## src/hdl/chbd_pkg.sv

```systemverilog
`timescale 1ns / 1ps
// Shared types, constants and byte-class helpers for the chunked body decoder.
// No dependencies; every other file in hdl imports this package.
package chbd_pkg;

  // Byte count limit for consumed_cnt (saturating, never above 32 bits).
  localparam int unsigned COUNT_WIDTH = 32;
  localparam logic [32:0] CNT_LIMIT = (COUNT_WIDTH >= 32) ? 33'h0_FFFF_FFFF :
                                      ((33'd1 << COUNT_WIDTH) - 33'd1);

  localparam logic [31:0] MAX_BODY_RESET = 32'd1048576;

  // Result kinds, carried on out_tuser.
  localparam logic [1:0] KIND_BODY  = 2'd0;
  localparam logic [1:0] KIND_DONE  = 2'd1;
  localparam logic [1:0] KIND_BAD   = 2'd2;
  localparam logic [1:0] KIND_LARGE = 2'd3;

  localparam logic [7:0] CH_CR   = 8'h0D;
  localparam logic [7:0] CH_LF   = 8'h0A;
  localparam logic [7:0] CH_SEMI = 8'h3B;

  localparam int unsigned IN_TDATA_W  = 40;
  localparam int unsigned OUT_TDATA_W = 72;

  typedef struct packed {
    logic [7:0]  data_byte;
    logic        message_start;
    logic [31:0] start_offset;
  } in_item_t;

  typedef struct packed {
    logic        valid;
    logic [1:0]  kind;
    logic [7:0]  body_byte;
    logic [31:0] consumed_cnt;
    logic [31:0] body_length;
  } result_t;

  function automatic logic is_ws(input logic [7:0] b);
    is_ws = (b == 8'h20) || ((b >= 8'h09) && (b <= 8'h0D));
  endfunction

  // Bit 4 flags a hex digit, bits 3:0 give its value.
  function automatic logic [4:0] hex_val(input logic [7:0] b);
    logic [7:0] t;
    t = 8'h00;
    hex_val = 5'd0;
    if (b >= 8'h30 && b <= 8'h39) begin
      t = b - 8'h30;
      hex_val = {1'b1, t[3:0]};
    end else if (b >= 8'h61 && b <= 8'h66) begin
      t = b - 8'h57;
      hex_val = {1'b1, t[3:0]};
    end else if (b >= 8'h41 && b <= 8'h46) begin
      t = b - 8'h37;
      hex_val = {1'b1, t[3:0]};
    end
  endfunction

endpackage

```

## src/hdl/chbd_in_reg.sv

```systemverilog
`timescale 1ns / 1ps
// Input register of the chunked body decoder: unpacks and holds one item.
// Depends on chbd_pkg.
module chbd_in_reg (
  input  logic                               clk,
  input  logic                               rst_n,
  input  logic                               in_tvalid,
  output logic                               in_tready,
  input  logic [chbd_pkg::IN_TDATA_W-1:0]    in_tdata,
  input  logic                               in_tuser,
  input  logic                               advance,
  output logic                               item_valid,
  output chbd_pkg::in_item_t                 item
);
  import chbd_pkg::*;

  logic     valid_r;
  in_item_t item_r;

  // Take a new item when empty or when the held one moves on this cycle.
  assign in_tready = !valid_r || advance;

  always_ff @(posedge clk) begin
    if (!rst_n) begin
      valid_r <= 1'b0;
    end else if (in_tready) begin
      valid_r <= in_tvalid;
    end
  end

  always_ff @(posedge clk) begin
    if (in_tready && in_tvalid) begin
      item_r.data_byte     <= in_tdata[7:0];
      item_r.message_start <= in_tuser;
      item_r.start_offset  <= in_tdata[39:8];
    end
  end

  assign item_valid = valid_r;
  assign item       = item_r;

endmodule

```

## src/hdl/chbd_parser.sv

```systemverilog
`timescale 1ns / 1ps
// Parser state and single-byte step logic of the chunked body decoder.
// Depends on chbd_pkg; state advances on each step strobe.
module chbd_parser (
  input  logic               clk,
  input  logic               rst_n,
  input  logic               step,
  input  chbd_pkg::in_item_t item,
  input  logic [31:0]        max_body,
  output chbd_pkg::result_t  res
);
  import chbd_pkg::*;

  localparam logic [3:0] PH_IDLE    = 4'd0;
  localparam logic [3:0] PH_LEAD    = 4'd1;
  localparam logic [3:0] PH_DIGITS  = 4'd2;
  localparam logic [3:0] PH_TRAIL   = 4'd3;
  localparam logic [3:0] PH_EXT     = 4'd4;
  localparam logic [3:0] PH_DATA    = 4'd5;
  localparam logic [3:0] PH_DATA_CR = 4'd6;
  localparam logic [3:0] PH_DATA_LF = 4'd7;
  localparam logic [3:0] PH_TAIL    = 4'd8;

  logic [3:0]  phase_r, phase_nxt;
  logic [32:0] acc_r, acc_nxt;
  logic        ovl_r, ovl_nxt;
  logic [4:0]  dig_r, dig_nxt;
  logic [31:0] rem_r, rem_nxt;
  logic [31:0] tot_r, tot_nxt;
  logic [31:0] cnt_r, cnt_nxt;
  logic [31:0] base_r, base_nxt;
  logic [23:0] recent_r, recent_nxt;
  logic [2:0]  tseen_r, tseen_nxt;

  // Values after an optional restart by message_start.
  logic        ms;
  logic [3:0]  phase_e;
  logic [32:0] acc_e;
  logic        ovl_e;
  logic [4:0]  dig_e;
  logic [31:0] rem_e, tot_e, cnt_e, base_e;
  logic [23:0] recent_e;
  logic [2:0]  tseen_e;

  logic [7:0]  b;
  logic [4:0]  hv;
  logic        is_hex, prev_cr, lf_end;
  logic        signif, too_many;
  logic [4:0]  dig_inc;
  logic [36:0] prod;
  logic [33:0] need_tot;
  logic        le_zero, le_large;
  logic [2:0]  tseen_inc;
  logic [32:0] cons_sum;
  logic        has_res;
  logic [1:0]  kind;

  assign b  = item.data_byte;
  assign ms = item.message_start;

  always_comb begin
    phase_e  = ms ? PH_LEAD : phase_r;
    acc_e    = ms ? 33'd0 : acc_r;
    ovl_e    = ms ? 1'b0 : ovl_r;
    dig_e    = ms ? 5'd0 : dig_r;
    rem_e    = ms ? 32'd0 : rem_r;
    tot_e    = ms ? 32'd0 : tot_r;
    cnt_e    = ms ? 32'd0 : cnt_r;
    base_e   = ms ? item.start_offset : base_r;
    recent_e = ms ? 24'd0 : recent_r;
    tseen_e  = ms ? 3'd0 : tseen_r;
  end

  always_comb begin
    hv      = hex_val(b);
    is_hex  = hv[4];
    prev_cr = (recent_e[7:0] == CH_CR);
    lf_end  = (b == CH_LF) && prev_cr;

    // One hex digit into the size; leading zeros do not count as digits.
    signif   = (acc_e != 33'd0) || ovl_e || (hv[3:0] != 4'd0);
    dig_inc  = (signif && dig_e < 5'd17) ? dig_e + 5'd1 : dig_e;
    too_many = signif && (dig_inc > 5'd16);
    prod     = {acc_e, 4'b0000} | {33'd0, hv[3:0]};

    need_tot = {2'b00, tot_e} + {1'b0, acc_e};
    le_zero  = !ovl_e && (acc_e == 33'd0);
    le_large = ovl_e || (need_tot > {2'b00, max_body});

    tseen_inc = (tseen_e < 3'd4) ? tseen_e + 3'd1 : tseen_e;
  end

  always_comb begin
    phase_nxt  = phase_e;
    acc_nxt    = acc_e;
    ovl_nxt    = ovl_e;
    dig_nxt    = dig_e;
    rem_nxt    = rem_e;
    tot_nxt    = tot_e;
    cnt_nxt    = cnt_e;
    base_nxt   = base_e;
    recent_nxt = recent_e;
    tseen_nxt  = tseen_e;
    has_res    = 1'b0;
    kind       = KIND_BODY;

    if (phase_e != PH_IDLE) begin
      cnt_nxt    = (cnt_e == 32'hFFFF_FFFF) ? cnt_e : cnt_e + 32'd1;
      recent_nxt = {recent_e[15:0], b};

      unique case (phase_e) inside
        PH_LEAD, PH_DIGITS: begin
          if (phase_e == PH_LEAD && lf_end) begin
            has_res = 1'b1;
            kind    = KIND_BAD;
          end else if (phase_e == PH_LEAD && is_ws(b)) begin
            // skip leading whitespace
          end else if (is_hex) begin
            dig_nxt = dig_inc;
            if (!ovl_e) begin
              if (prod > 37'h0_FFFF_FFFF) begin
                ovl_nxt = 1'b1;
                acc_nxt = 33'h1_0000_0000;
              end else begin
                acc_nxt = prod[32:0];
              end
            end
            if (too_many) begin
              has_res = 1'b1;
              kind    = KIND_BAD;
            end else begin
              phase_nxt = PH_DIGITS;
            end
          end else if (phase_e == PH_DIGITS && is_ws(b)) begin
            phase_nxt = PH_TRAIL;
          end else if (phase_e == PH_DIGITS && b == CH_SEMI) begin
            phase_nxt = PH_EXT;
          end else begin
            has_res = 1'b1;
            kind    = KIND_BAD;
          end
        end
        PH_TRAIL, PH_EXT: begin
          if (lf_end) begin
            if (le_zero) begin
              phase_nxt = PH_TAIL;
              tseen_nxt = 3'd0;
            end else if (le_large) begin
              has_res = 1'b1;
              kind    = KIND_LARGE;
            end else begin
              rem_nxt   = acc_e[31:0];
              phase_nxt = PH_DATA;
            end
          end else if (phase_e == PH_EXT || is_ws(b)) begin
            // ignore extension bytes and trailing whitespace
          end else if (b == CH_SEMI) begin
            phase_nxt = PH_EXT;
          end else begin
            has_res = 1'b1;
            kind    = KIND_BAD;
          end
        end
        PH_DATA: begin
          has_res = 1'b1;
          kind    = KIND_BODY;
          tot_nxt = tot_e + 32'd1;
          rem_nxt = rem_e - 32'd1;
          if (rem_e == 32'd1) begin
            phase_nxt = PH_DATA_CR;
          end
        end
        PH_DATA_CR: begin
          if (b == CH_CR) begin
            phase_nxt = PH_DATA_LF;
          end else begin
            has_res = 1'b1;
            kind    = KIND_BAD;
          end
        end
        PH_DATA_LF: begin
          if (b == CH_LF) begin
            acc_nxt   = 33'd0;
            ovl_nxt   = 1'b0;
            dig_nxt   = 5'd0;
            phase_nxt = PH_LEAD;
          end else begin
            has_res = 1'b1;
            kind    = KIND_BAD;
          end
        end
        PH_TAIL: begin
          tseen_nxt = tseen_inc;
          // Either CRLF right after the zero line, or a trailer ending in CRLFCRLF.
          if ((tseen_inc == 3'd2 && lf_end) ||
              (tseen_inc >= 3'd4 && recent_e == 24'h0D0A0D && b == CH_LF)) begin
            has_res = 1'b1;
            kind    = KIND_DONE;
          end
        end
        default: begin
          has_res = 1'b1;
          kind    = KIND_BAD;
        end
      endcase

      if (has_res && kind != KIND_BODY) begin
        phase_nxt = PH_IDLE;
      end
    end
  end

  assign cons_sum = {1'b0, base_e} + {1'b0, cnt_nxt};

  always_comb begin
    res.valid        = has_res;
    res.kind         = kind;
    res.body_byte    = (kind == KIND_BODY) ? b : 8'd0;
    res.consumed_cnt = 32'd0;
    if (kind == KIND_DONE) begin
      res.consumed_cnt = (cons_sum > CNT_LIMIT) ? CNT_LIMIT[31:0] : cons_sum[31:0];
    end
    res.body_length  = tot_nxt;
  end

  always_ff @(posedge clk) begin
    if (!rst_n) begin
      phase_r  <= PH_IDLE;
      acc_r    <= 33'd0;
      ovl_r    <= 1'b0;
      dig_r    <= 5'd0;
      rem_r    <= 32'd0;
      tot_r    <= 32'd0;
      cnt_r    <= 32'd0;
      base_r   <= 32'd0;
      recent_r <= 24'd0;
      tseen_r  <= 3'd0;
    end else if (step) begin
      phase_r  <= phase_nxt;
      acc_r    <= acc_nxt;
      ovl_r    <= ovl_nxt;
      dig_r    <= dig_nxt;
      rem_r    <= rem_nxt;
      tot_r    <= tot_nxt;
      cnt_r    <= cnt_nxt;
      base_r   <= base_nxt;
      recent_r <= recent_nxt;
      tseen_r  <= tseen_nxt;
    end
  end

endmodule

```

## src/hdl/chbd_out_reg.sv

```systemverilog
`timescale 1ns / 1ps
// Result register of the chunked body decoder: holds one result item until taken.
// Depends on chbd_pkg.
module chbd_out_reg (
  input  logic                              clk,
  input  logic                              rst_n,
  input  logic                              load,
  input  chbd_pkg::result_t                 res,
  output logic                              out_tvalid,
  input  logic                              out_tready,
  output logic [chbd_pkg::OUT_TDATA_W-1:0]  out_tdata,
  output logic [1:0]                        out_tuser
);
  import chbd_pkg::*;

  logic                   valid_r;
  logic [OUT_TDATA_W-1:0] data_r;
  logic [1:0]             kind_r;

  always_ff @(posedge clk) begin
    if (!rst_n) begin
      valid_r <= 1'b0;
    end else if (load) begin
      valid_r <= 1'b1;
    end else if (out_tready) begin
      valid_r <= 1'b0;
    end
  end

  always_ff @(posedge clk) begin
    if (load) begin
      data_r <= {res.body_length, res.consumed_cnt, res.body_byte};
      kind_r <= res.kind;
    end
  end

  assign out_tvalid = valid_r;
  assign out_tdata  = data_r;
  assign out_tuser  = kind_r;

endmodule

```

## src/hdl/http_chunked_body_decoder.sv

```systemverilog
`timescale 1ns / 1ps
// HTTP/1.1 chunked body decoder, one raw body byte per item.
// Throughput: one item per cycle while out_tready stays high; a held result item
//   stalls the input register, which then drops in_tready.
// Datapath: input register, combinational parser, result register.
// Reset (rst_n low, synchronous): parser idle waiting for a message start,
//   both registers empty, body_limit back to 1048576.
module http_chunked_body_decoder (
  input  logic        clk,
  input  logic        rst_n,
  input  logic        in_tvalid,
  output logic        in_tready,
  input  logic [39:0] in_tdata,   // [7:0] data_byte, [39:8] start_offset
  input  logic        in_tuser,   // [0] message_start
  output logic        out_tvalid,
  input  logic        out_tready,
  output logic [71:0] out_tdata,  // [7:0] body_byte, [39:8] consumed_cnt,
                                  // [71:40] body_length
  output logic [1:0]  out_tuser,  // [1:0] result_kind
  input  logic        cfg_wr_en,
  input  logic [31:0] cfg_wr_data // body_limit
);
  import chbd_pkg::*;

  logic        item_valid;
  in_item_t    item;
  result_t     res;
  logic        advance;
  logic [31:0] max_body_r;

  always_ff @(posedge clk) begin
    if (!rst_n) begin
      max_body_r <= MAX_BODY_RESET;
    end else if (cfg_wr_en) begin
      max_body_r <= cfg_wr_data;
    end
  end

  // Step the held item when the result slot is free or drains this cycle.
  assign advance = item_valid && (!out_tvalid || out_tready);

  chbd_in_reg u_in (
    .clk        (clk),
    .rst_n      (rst_n),
    .in_tvalid  (in_tvalid),
    .in_tready  (in_tready),
    .in_tdata   (in_tdata),
    .in_tuser   (in_tuser),
    .advance    (advance),
    .item_valid (item_valid),
    .item       (item)
  );

  chbd_parser u_parse (
    .clk      (clk),
    .rst_n    (rst_n),
    .step     (advance),
    .item     (item),
    .max_body (max_body_r),
    .res      (res)
  );

  chbd_out_reg u_out (
    .clk        (clk),
    .rst_n      (rst_n),
    .load       (advance && res.valid),
    .res        (res),
    .out_tvalid (out_tvalid),
    .out_tready (out_tready),
    .out_tdata  (out_tdata),
    .out_tuser  (out_tuser)
  );

  a_cons_only_done: assert property (@(posedge clk) disable iff (!rst_n)
    out_tvalid && out_tuser != KIND_DONE |-> out_tdata[39:8] == 32'd0)
    else $error("consumed count on a result that is not complete");

  a_full_stall: assert property (@(posedge clk) disable iff (!rst_n)
    item_valid && out_tvalid && !out_tready |-> !in_tready)
    else $error("input taken while both registers are full and stalled");

  a_new_result: assert property (@(posedge clk) disable iff (!rst_n)
    $rose(out_tvalid) |-> $past(advance))
    else $error("result appeared without a step");

endmodule
```

## config.mk

```make
export PLATFORM = sky130hd
export DESIGN_NAME = http_chunked_body_decoder
export DESIGN_NICKNAME = d
export VERILOG_FILES = /design/src/hdl/chbd_pkg.sv /design/src/hdl/chbd_in_reg.sv /design/src/hdl/chbd_parser.sv /design/src/hdl/chbd_out_reg.sv /design/src/hdl/http_chunked_body_decoder.sv
export SDC_FILE = /design/constraint.sdc
export NUM_CORES = 1
export LEC_CHECK = 0
export BUFFER_PORTS_ARGS = -buffer_cell sky130_fd_sc_hd__clkbuf_2
export CAP_MARGIN = 10
export CORE_MARGIN = 3
export CORE_UTILIZATION = 35
export DETAILED_ROUTE_END_ITERATION = 10
export GPL_ROUTABILITY_DRIVEN = 1
export PLACE_DENSITY = 0.59
export SLEW_MARGIN = 5
export SYNTH_ARGS = -nofsm -noshare
export SYNTH_HDL_FRONTEND = slang
export SYNTH_SLANG_ARGS = --single-unit
```

## constraint.sdc

```tcl
create_clock -name clk -period 10.61 [get_ports clk]
set_clock_uncertainty 0.05 [all_clocks]
set_input_delay 2.122 -clock clk [delete_from_list [all_inputs] [get_ports clk]]
set_output_delay 2.122 -clock clk [all_outputs]
set_load 0.01 [all_outputs]
```

==> metrics.yaml <==
cts_buffer_depth: 3
p_sw_share_pct: 25.63
grt_antenna_before_repair: 0
setup_ws_ps: 2923
synth_flop_cell: "dfxtp_1"
postCtsSetupBuffers: 0
p_sw_uw: 812.8
synth_seq_cells: 347
rsz0062_at_grt: "no"
wire_per_inst_um: 19.28
clk_latency_ps: 590
dieHeight_um: 255.8
utilization_pct: 40.19
grt_pass1_vias: 18920
grt_start_max_net_pins: 138
cts_tree: "built"
synth_fp_nets: 2791
vias: 19920
setup_tns_ps: 0
maxCapViolations: 0
port-buffer-count: 153
max_stage_delay_ps: 560
ys_seq_area_share_pct: 37.08
sequentialPowerShare_pct: 45.3
hold_class: "register to register"
final_cell_area_sq_mm: 0.02453
p_int_mw: 2.358
pwr-share-comb_pct: 9.3
drv_slew: 0
dp_hpwl_mm: 48.25
rows: 90
coreArea_sq_mm: 0.06103
vias_per_cell: 5.636
grt_pass1_wl_mm: 106.7
synth_top_cells_by_count: "nand2_1 (308), nor2_1 (291), a21oi_1 (246)"
power_density_mw_per_mm2: 129.3
htree_levels: 2
post-synth-top-count-cell: "nand2_1"
clock-sinks: 347
drive_gt1_share_pct: 12.27
start_kind: "register"
cts_buffers: 40
leakagePower_nw: 9.384
dieArea_sq_mm: 0.06543
synth_edf_count: 115
crit_slowest_cell: "nor3_4"
antenna_cells: 0
pre_cts_ws_ps: 3070
synth_cell_type_count: 107
path_class: "register to register"
cts_root_buffer: "clkbuf_16"
ys_warn_count: 0
place_congestion: 0.9010
die_x_um: 255.8
endpoint_kind: "register"
initial_utilization_pct: 35.78
synth_area_leaders: "dfxtp_1 (21%), edfxtp_1 (16%), ha_1 (5.8%), a21oi_1 (5.6%), nand2_1 (5.3%)"
yosys.area.top_type: "dfxtp_1"
ant_nets: 0
arrival_ps: 8130
worstPathMaxFanout: 137
required_ps: 11060
drt_wl_total_mm: 68.12
ios: 154
place_area_sq_mm: 0.02318
syn-cell-area_sq_mm: 0.02184
post_cts_resized: 0
avgSynthCellArea_sq_um: 8.367
fin_crit_sh_pct: 72.45
period_needed_ps: 7687
max-slew-margin-rel_pct: 21.65
dr.pass1.iters: 7
hold_buffers: 0
first_iter_violations: 1838
synth_top_area_share_pct: 21.27
clkPwrFrac_pct: 45.4
syn_inst: 2610
area_growth_syn_to_layout_pct: 12.32
ir_worst_vdd_mv: 0.09806
synthArstFlopShare_pct: 0
final_hold_viol_count: 0
worst_pin_slew_ps: 1175
timing.fmax_mhz: 130.1
grt_overflow: 0
track_usage_pct: 20.05
drc: 0
outcome: "complete, no violations"
setup_viol: 0
layout.nets: 2855
crit_path_frequent_cell: "a21oi_1"
power_mw: 3.171
clk_pin_slew_ps: 60
worst paths after layout:
path                      start                 end  slack [ps]  cells past startpoint
min reg2reg  u_parse.base_r[28]  u_parse.base_r[28]         400                      2
max               u_in.item[32]    u_parse.rem_r[3]        2920                     26
max reg2reg       u_in.item[32]    u_parse.rem_r[3]        2920                     26
min          u_parse.base_r[28]  u_parse.base_r[28]         400                      2
per-layer routing:
metal  global-route usage [%]  part of all wire, %  vias to the layer above
li1                         -                    -                     9527
met1                    26.68                   44                     9525
met2                    32.50                   46                      723
met3                    3.423                  6.4                      143
met4                    7.761                  3.7                        0
met5                        0                    0                        -
cells by family (layout without fill, tap and decap cells):
logic type,after synthesis,in the layout,share of synthesized area (%)
muxes,93,93,4.498
DFF,347,347,37.08
and+or+nand+nor,1030,1030,22.88
xor gates and xnor gates,127,127,5.128
buffers and inverters,227,323,4.303
adders and majority gates,106,106,6.108
AOI/OAI and AO/OA,680,680,20.00
worst max-delay path, delay by kind of cell (launching register included):
| family | cells | cell delay [ps] |
|---|---|---|
| AO/OA/AOI/OAI | 12 | 2970 |
| XOR/XNOR | 1 | 90 |
| adder cells (fa/ha/maj) | 4 | 1290 |
| buffers and inverters | 2 | 900 |
| flip-flops | 1 | 380 |
| AND/OR/NAND/NOR | 7 | 1840 |
sequential cells by signal (all words and copies together) (netlist names), 24 cells and up:
signal	count
u_in.item	41
u_parse.rem_r	32
max_body_r	32
u_parse.cnt_r	32
u_parse.tot_r	32
u_parse.recent_r	24
u_out.out_tdata	72
u_parse.acc_r	33
u_parse.base_r	32
power by group through the flow:
stage	sequential [mW]	combinational, mW	clock (mW)
after global placement	1.46	0.288	0
final	1.44	0.296	1.44
after floorplan	1.46	0.204	0
after CTS	1.44	0.295	1.48
after global routing	1.44	0.327	1.53
after detailed placement	1.46	0.294	0
layout by cell type (no fill, tap or decap), drive strengths merged, types with 16 or more instances in the layout:
master  instances
dfxtp         232
nor3           78
mux2           41
nor2b          87
a22oi          32
nand3          59
mux2i          52
clkbuf        206
nand4          36
a221oi         18
ha            101
edfxtp        115
nor4           25
buf            22
xor2           55
a21oi         248
o21ai         142
xnor2          72
inv            76
a31oi          38
nor2          292
o211ai         16
and2           32
nand2         308
a21o           38
and3           34
cell type report:
class	count	area (sq um)
clock buffers	53	1081
clock inverters	21	264.0
fillers	6137	36510
inverters	74	284.0
multi-input cells	2036	12820
flip-flops and latches	347	8098
well taps	828	1036
repair buffers	175	943.4
per-stage QoR:
stage	std cells	hold slack [ps]
after floorplan	2610	381.8
after global placement	3460	388.7
after detailed placement	3460	397.3
after CTS	3534	405.2
after global routing	3534	424.2
final	3534	405.0
No activity file was read; power rests on OpenSTA's default activity.
